===== config.mk =====
export PLATFORM = sky130hd
export DESIGN_NAME = mcfe_quant_lane
export DESIGN_NICKNAME = d
export VERILOG_FILES = /design/src/design/mcfe_pkg.sv /design/src/design/mcfe_quant_lane.sv
export SDC_FILE = /design/constraint.sdc
export NUM_CORES = 2
export LEC_CHECK = 0
export ABC_AREA = 0
export BUFFER_PORTS_ARGS = -buffer_cell sky130_fd_sc_hd__buf_2
export CAP_MARGIN = 5
export CORE_MARGIN = 4
export CORE_UTILIZATION = 60
export DETAILED_ROUTE_END_ITERATION = 10
export PLACE_DENSITY = 0.78
export SLEW_MARGIN = 40
export SYNTH_ARGS = -nofsm -noshare
export SYNTH_HDL_FRONTEND = slang
export SYNTH_SLANG_ARGS = --single-unit
export TNS_END_PERCENT = 20

===== constraint.sdc =====
create_clock -name clock -period 3.95 [get_ports clock]
set_input_delay 0.79 -clock clock [delete_from_list [all_inputs] [get_ports clock]]
set_output_delay 0.79 -clock clock [all_outputs]
set_load 0.02 [all_outputs]

===== src/design/mcfe_pkg.sv =====
package mcfe_pkg;

   // widths of the quantizer datapath (fixed by the 32-bit inputs and 31-bit limits)
   localparam int BOUND_W = 35;              // signed clamp bounds
   localparam int SPAN_W  = 34;              // unsigned span and offset
   localparam int QMAX    = 16;              // quotient bits resolved, one per stage
   localparam int NUM_W   = SPAN_W + QMAX;   // numerator / remainder

   localparam int POS_BITS = 16;
   localparam int VAL_BITS = 12;

   localparam int KP_LIMIT = 500;
   localparam int KD_LIMIT = 5;

   localparam logic [2:0] KIND_ENABLE  = 3'd0;
   localparam logic [2:0] KIND_DISABLE = 3'd1;
   localparam logic [2:0] KIND_ZERO    = 3'd2;
   localparam logic [2:0] KIND_MIT     = 3'd3;
   localparam logic [2:0] KIND_POS_VEL = 3'd4;
   localparam logic [2:0] KIND_VEL     = 3'd5;

   localparam logic [7:0] FILL_BYTE    = 8'hFF;
   localparam logic [7:0] CMD_ENABLE   = 8'hFC;
   localparam logic [7:0] CMD_DISABLE  = 8'hFD;
   localparam logic [7:0] CMD_ZERO     = 8'hFE;
   localparam logic [3:0] NIBBLE_MASK  = 4'hF;

   localparam logic [9:0] ID_POS_VEL   = 10'h100;
   localparam logic [9:0] ID_VEL       = 10'h200;

   typedef enum logic [1:0] {
      REG_SLAVE_ID       = 2'd0,
      REG_POSITION_LIMIT = 2'd1,
      REG_VELOCITY_LIMIT = 2'd2,
      REG_TORQUE_LIMIT   = 2'd3
   } csr_index_type;

   typedef struct packed {
      logic [2:0]         kind;
      logic signed [31:0] position;
      logic signed [31:0] velocity;
      logic signed [31:0] stiffness;
      logic signed [31:0] damping;
      logic signed [31:0] torque;
      logic [31:0]        position_float;
      logic [31:0]        velocity_float;
   } req_type;

   typedef struct packed {
      logic [9:0] can_id;
      logic [7:0] byte0;
      logic [7:0] byte1;
      logic [7:0] byte2;
      logic [7:0] byte3;
      logic [7:0] byte4;
      logic [7:0] byte5;
      logic [7:0] byte6;
      logic [7:0] byte7;
   } rsp_type;

   typedef struct packed {
      logic [2:0]  kind;
      logic [31:0] position_float;
      logic [31:0] velocity_float;
   } side_type;

endpackage


===== src/design/mcfe_quant_lane.sv =====
// Clamp, scale by (2^BITS - 1) and divide by the span: one quotient bit per stage.
module mcfe_quant_lane #(
   parameter int BITS = 12
) (
   input  logic                                clock,
   input  logic                                advance,
   input  logic signed [31:0]                  x,
   input  logic signed [mcfe_pkg::BOUND_W-1:0] lo,
   input  logic signed [mcfe_pkg::BOUND_W-1:0] hi,
   output logic [BITS-1:0]                     q
);
   import mcfe_pkg::*;

   // stage 1: clamp
   logic signed [BOUND_W-1:0] xe, sp, diff;
   logic [SPAN_W-1:0]         off_in, off_ff, span1_ff;
   logic                      zero_in, zero1_ff;

   assign xe   = BOUND_W'(x);
   assign sp   = hi - lo;
   assign diff = xe - lo;
   assign zero_in = (hi <= lo);

   always_comb begin
      if (xe < lo) begin
         off_in = '0;
      end else if (xe > hi) begin
         off_in = sp[SPAN_W-1:0];
      end else begin
         off_in = diff[SPAN_W-1:0];
      end
   end

   always_ff @(posedge clock) begin
      if (advance) begin
         off_ff   <= off_in;
         span1_ff <= sp[SPAN_W-1:0];
         zero1_ff <= zero_in;
      end
   end

   // stage 2 onward: numerator, then restoring division
   logic [NUM_W-1:0]  rem_ff  [QMAX+1];
   logic [QMAX-1:0]   quo_ff  [QMAX+1];
   logic [SPAN_W-1:0] span_ff [QMAX+1];
   logic              zero_ff [QMAX+1];

   always_ff @(posedge clock) begin
      if (advance) begin
         rem_ff[0]  <= (NUM_W'(off_ff) << BITS) - NUM_W'(off_ff);
         quo_ff[0]  <= '0;
         span_ff[0] <= span1_ff;
         zero_ff[0] <= zero1_ff;
      end
   end

   for (genvar k = 0; k < QMAX; k++) begin : g_step
      logic [NUM_W-1:0] trial;
      logic             ge;
      assign trial = NUM_W'(span_ff[k]) << (QMAX - 1 - k);
      assign ge    = (rem_ff[k] >= trial);
      always_ff @(posedge clock) begin
         if (advance) begin
            rem_ff[k+1]  <= ge ? (rem_ff[k] - trial) : rem_ff[k];
            quo_ff[k+1]  <= {quo_ff[k][QMAX-2:0], ge};
            span_ff[k+1] <= span_ff[k];
            zero_ff[k+1] <= zero_ff[k];
         end
      end
   end

   // empty range encodes as zero
   assign q = zero_ff[QMAX] ? '0 : quo_ff[QMAX][BITS-1:0];

endmodule


# Word level (Yosys, flattened, before mapping)
# Memory sizes are Yosys's and may differ from the RTL's.
# Cells that the tools add are included.
# Widths: inputs -> output; s select.
[word_totals]
ff_bits = 69
mem_bits_rw = 1717
out_inout_bits = 12
word_cells = 65
n_memories = 4
[mem_list]
columns = ["memory", "words", "width", "read_ports", "rd_clocked_by_memory_dff", "write_ports", "line_no", "source"]
rows = [
  ["rem_ff", 17, 50, 16, 0, 17, "mcfe_quant_lane.sv:43", "logic [NUM_W-1:0] rem_ff [QMAX+1];"],
  ["span_ff", 17, 34, 16, 0, 17, "mcfe_quant_lane.sv:45", "logic [SPAN_W-1:0] span_ff [QMAX+1];"],
  ["quo_ff", 17, 16, 17, 0, 17, "mcfe_quant_lane.sv:44", "logic [QMAX-1:0] quo_ff [QMAX+1];"],
  ["zero_ff", 17, 1, 17, 0, 17, "mcfe_quant_lane.sv:46", "logic zero_ff [QMAX+1];"],
]
[classes]
addsub = 19
order_cmp = 19
n_mux = 20
[ops]
columns = ["operator", "count"]
rows = [
  ["$mux 50", 16],
  ["$ge 50x34->1", 1],
  ["$ge 50x35->1", 1],
  ["$ge 50x36->1", 1],
  ["$ge 50x37->1", 1],
  ["$ge 50x38->1", 1],
  ["$ge 50x39->1", 1],
  ["$ge 50x40->1", 1],
  ["$ge 50x41->1", 1],
  ["$ge 50x42->1", 1],
  ["$ge 50x43->1", 1],
  ["$ge 50x44->1", 1],
  ["$ge 50x45->1", 1],
  ["$ge 50x46->1", 1],
  ["$ge 50x47->1", 1],
  ["$ge 50x48->1", 1],
  ["$ge 50x49->1", 1],
  ["$sub 50x34->50", 1],
  ["$sub 50x35->50", 1],
  ["$sub 50x36->50", 1],
  ["$sub 50x37->50", 1],
  ["$sub 50x38->50", 1],
  ["$sub 50x39->50", 1],
  ["$sub 50x40->50", 1],
  ["other kinds (18)", 19],
]

# Logic depth before layout (Yosys ltp)
# An unclocked memory read counts as a cell.
[depth]
word_depth = 3
mapped_depth = 17

# Least setup slack after synthesis
# Ideal clock, no wire load.
[synth_path]
path_kind = "input to register"
start = "input lo[10] in the netlist's numbering"
end = "register off_ff[33] (data pin)"
setup_ns = 0.256
arrival_time_ns = 3.409
required_time_ns = 3.694
setup_slack_ns = 0.285
path_stages = 13
n_path_buf = 0
cell_sequence = "inv_1 ha_1 a21o_1 a21oi_1 o21ai_0 nor4_2 o31ai_1 a221o_1 a31o_2 a2111oi_2 o21bai_1 xor2_1 a22o_1"
[synth_via]
elab_chain_cells = 2
[synth_lines]
columns = ["item", "line_no", "source"]
rows = [
  ["start: declaration", "mcfe_quant_lane.sv:8", "input logic signed [mcfe_pkg::BOUND_W-1:0] lo,"],
  ["$sub 34x34->34", "mcfe_quant_lane.sv:20", "assign sp = hi - lo;"],
  ["via sp[33]", "mcfe_quant_lane.sv:15", "logic signed [BOUND_W-1:0] xe, sp, diff;"],
  ["$mux 34", "mcfe_quant_lane.sv:27", "end else if (xe > hi) begin"],
  ["end signal: assignment", "mcfe_quant_lane.sv:36", "off_ff <= off_in;"],
  ["end: declaration", "mcfe_quant_lane.sv:16", "logic [SPAN_W-1:0] off_in, off_ff, span1_ff;"],
]
# The timed path passes the listed nets, and every way through them passes these cells.
# A chain may end at the register's enable or synchronous reset.

==> results.md <==
GRT:
- Entering global routing, the biggest net connects 107 pins.
- The number of antenna violations at the first check in global routing is 1.
- The via count of the first global-routing pass is around 68000.
- The final global-route overflow total is 0.
- The global router's overall resource usage is 0.2830.
- The first global-routing pass estimated ~350000 um of wire.

Min path:
- The number of stages on the worst hold path is 0.
- The worst hold path begins at quo_ff[1][2]$_DFFE_PP_.
- The tightest min-delay check is of the register to register type.

Setup path:
- The count of cells along the worst register-to-register path is 15.
- STA classifies the critical path startpoint as a register.
- The endpoint arrival time on the critical path is 4.46 ns.
- The family with the most delay on the worst path is compound AO/OA/AOI/OAI gates.
- The critical path is of the register to register type.
- In this run the critical register-to-register path is launched from span_ff[0][408]$_DFFE_PP_.
- Walking the worst path, the cells encountered are ha_1 -> inv_1 -> fa_1 -> a21oi_2 -> o211ai_1 -> a31oi_1 -> o22ai_1 -> o211ai_1 -> and3b_1 -> o31ai_1 -> buf_4 -> nand3_1 -> and4b_2 -> nand3_1 -> xnor2_1.
- The slowest library cell on the worst path is o22ai_1.
- Data on the critical path is required at its endpoint by ~4.5 ns.
- The most critical setup path has its startpoint at span_ff[0][408]$_DFFE_PP_.
- Along the worst path, the maximum fanout reaches 5.
- Counting both buffers and inverters, the worst setup path holds a total of 2.
- For this run, the slowest stage of the critical path takes 0.44 ns.
- In this run the number of cells on the critical path is 15.
- The critical path capture point type is a register.

Synthesis:
- Among all flip-flop cells after synthesis, the most frequent one is edfxtp_1.
- The share of async-settable or async-resettable flops after synthesis is 0.
- The net count after synthesis is about 9000.
- The number of flops mapped to enable cells by yosys is approximately 1500.
- The post-synthesis cell area is 89230 um^2.
- The number of synthesis warnings is 0.
- For this run, the register share of the synthesized area comes to 0.5065.
- The average size of a mapped cell is approximately 11 um^2.
- The count of mapped cells out of synthesis is approximately 8300.
- The flip-flop and latch count after synthesis is around 1500.
- The distinct cell type count after synthesis is around 120.

Placed design:
- The count of buffers added on input and output ports is between 100 and 150.
- The placed instance count is 10600.
- At the end of routability-driven placement, the weighted congestion stood at about 1.0.
- Detailed placement ended at an HPWL of 175000 um.
- After detailed placement, the total cell area comes to ~96000 um^2.
- The post-placement setup slack is -0.2877 ns.

Routing:
- The iteration-0 DRC count of the detailed router is approximately 3400.
- The post-detailed-route wirelength per cell is 20.41 um.
- The detailed-router iteration count before antenna repair is 6.
- The number of DRC violations after detailed routing is 0.
- Wires add up to around 220000 um.
- Using the TritonRoute via totals, the vias-per-cell ratio works out to 5.926.
- Once detail routing completed, the nets flagged for antenna violations numbered 0.
- The total number of vias is approximately 65000.

Die:
- From bottom edge to top edge, the die measures 393.6 um.
- The initialized floorplan defines between 100 and 150 standard-cell rows.
- During I/O placement, the number of pins put on the boundary was roughly 120.
- The floorplan die width is roughly 400 um.
- The area enclosed by the die boundary is roughly 150000 um^2.
- The core region is around 150000 um^2.
- The effective utilization at floorplan is 0.6035.

Cells and area:
- The area growth from synthesis to layout is 13.67%.
- Once layout is done, the placed cells without fillers occupy between 100000 and 150000 um^2.
- The number of nets in the finished design is just under 10000.
- 0 antenna diodes ended up in the layout.
- Once layout is complete, the cells apart from fillers number around 11000.
- After filler insertion, the fill cell instance count of the layout stands at ~11000.
- In the final layout, the share of cells above drive strength 1 is 0.1255.
- The end-of-flow core utilization is 0.6860.

Timing:
- The worst clock skew on the final layout is between 0.02 and 0.025 ns.
- Derived from the worst setup path, the maximum achievable clock frequency is roughly 260 MHz.
- Setup repair after global routing could not meet its margin everywhere.
- The post-route clock period utilization is 0.9898.
- Setup violations remaining at the end of the flow were counted as 0.
- The worst path needs 3.910 ns of the cycle, external delays included.
- The count of pins over their slew limit is 0.
- Across all setup checks in the final design, the least slack found is around 0.04 ns.
- The number of failing hold endpoints at the final stage is 0.
- The worst pin sits at a relative slew slack of 0.3989.
- The transition time of the tightest slew-check pin is around 0.9 ns.

Clock tree:
- The number of levels in the clock H-tree is 4.
- The clock insertion delay at the later pin of the skew report is ~0.8 ns.
- Clock-pin slew was measured on the worst setup and hold paths at around 0.06 ns.
- In this run the deepest clock path goes through 3 buffers.
- The buffer type at the clock tree root is clkbuf_16.
- The CTS tree is yes.
- The number of buffers inserted during clock tree synthesis is 162.
- The sink count of the clock tree is ~1500.
- After clock tree synthesis, the flow added hold-fix buffers numbering 0.

Pwr:
- The maximum vdd drop is approximately 0.54 mV.
- The leakage dissipation is between 40 and 50 nW.
- The design draws 75.05 mW.
- The power per cell area is roughly 740 nW/um^2.

Status:
- The run finished with clean final reports.

Job:
- The number of max-cap violations is 0.
## synthesized netlist by cell type, drive strengths merged (113+ instances only)
cell / count / share of area
a21o: 368 / 0.031
a21oi: 738 / 0.042
clkbuf: 113 / 0.0048
edfxtp: 1505 / 0.51
ha: 673 / 0.094
inv: 824 / 0.035
nand2: 588 / 0.025
nand3: 141 / 0.0080
nor2: 561 / 0.024
nor3: 118 / 0.0070
o21ai: 523 / 0.030
xnor2: 403 / 0.040
xor2: 255 / 0.025
## through the flow
step	TNS, ns	hold WS (ns)
after floorplan	0	0.4003
after global placement	-12.42	0.4003
after detailed placement	-12.66	0.4045
after CTS	-0.01884	0.3982
after global routing	-0.6471	0.4110
final	0	0.4051
## cells in the final DEF (no fill, tap or decap), types with 37 or more instances in the layout
master,n
edfxtp_1,1505
inv_1,821
a21oi_1,718
ha_1,671
nand2_1,588
nor2_1,559
o21ai_0,487
buf_4,442
xnor2_1,402
a21o_1,368
xor2_1,255
clkbuf_16,166
nand3_1,139
buf_2,114
nor3_1,109
nand4_1,99
mux2_2,93
nor2b_1,90
nand2b_1,90
o21bai_1,87
nor4_1,73
o21a_1,71
and3_1,57
a31oi_1,51
a211oi_1,48
clkbuf_1,41
buf_12,40
o31ai_1,39
or3_1,37
## timing repair
action | 4_1_cts | 5_1_grt
pin swaps | 2 | 32
setup endpoints to repair | 103 | 239
buffers inserted | 3 | 11
gates cloned | 1 | 1
hold endpoints to repair | 0 | 0
gates resized for setup | 22 | 70
## sequential cells by signal, summed over array words and instances, names as in the netlist
name / cells
quo_ff: 78
off_ff: 34
span_ff: 544
span1_ff: 34
zero1_ff: 1
rem_ff: 797
zero_ff: 17
## logic make-up after synthesis
kind of cell / after synthesis / synth area share
AO/OA/AOI/OAI: 2243 / 0.1597
XOR/XNOR: 658 / 0.06467
adder cells (fa/ha/maj): 690 / 0.09819
buffers and inverters: 995 / 0.04329
flip-flops: 1505 / 0.5065
multiplexers: 133 / 0.01721
AND/OR/NAND/NOR: 2031 / 0.1104
## worst paths after layout
| check | end | slack, ns |
|---|---|---|
| hold reg to reg | quo_ff[1][19]$_DFFE_PP_ | 0.41 |
| setup / recovery | rem_ff[0][695]$_DFFE_PP_ | 0.04 |
| setup reg to reg | rem_ff[0][695]$_DFFE_PP_ | 0.04 |
| hold / removal | quo_ff[1][19]$_DFFE_PP_ | 0.41 |
## where the power goes
group | leakage, nW | total, mW | internal, mW | switching (mW)
clock network | 2.56 | 15.1 | 8.78 | 6.28
registers | 14.6 | 25.8 | 23.4 | 2.42
logic | 25.0 | 34.1 | 15.0 | 19.1
## layer usage
layer | GRT usage | wire length, um | vias to the layer above
met2 | 0.5732 | 124900 | 1718
met3 | 0.02950 | 6321 | 719
met4 | 0.2256 | 20380 | 0
met1 | 0.2464 | 70950 | 30700
met5 | 0 | 0 | -
li1 | - | - | 31480
## area by class of cell
cell class / instances / area, um^2 / area share
Multi-Input combinational cell: 5755 / 40700 / 0.4013
Clock inverter: 84 / 992.2 / 0.009783
Timing Repair Buffer: 600 / 4748 / 0.04682
Tap cell: 1930 / 2415 / 0.02381
Sequential cell: 1505 / 45190 / 0.4456
Clock buffer: 206 / 4283 / 0.04223
Inverter: 824 / 3095 / 0.03052
Note: power is estimated with default switching activity, not from simulation.
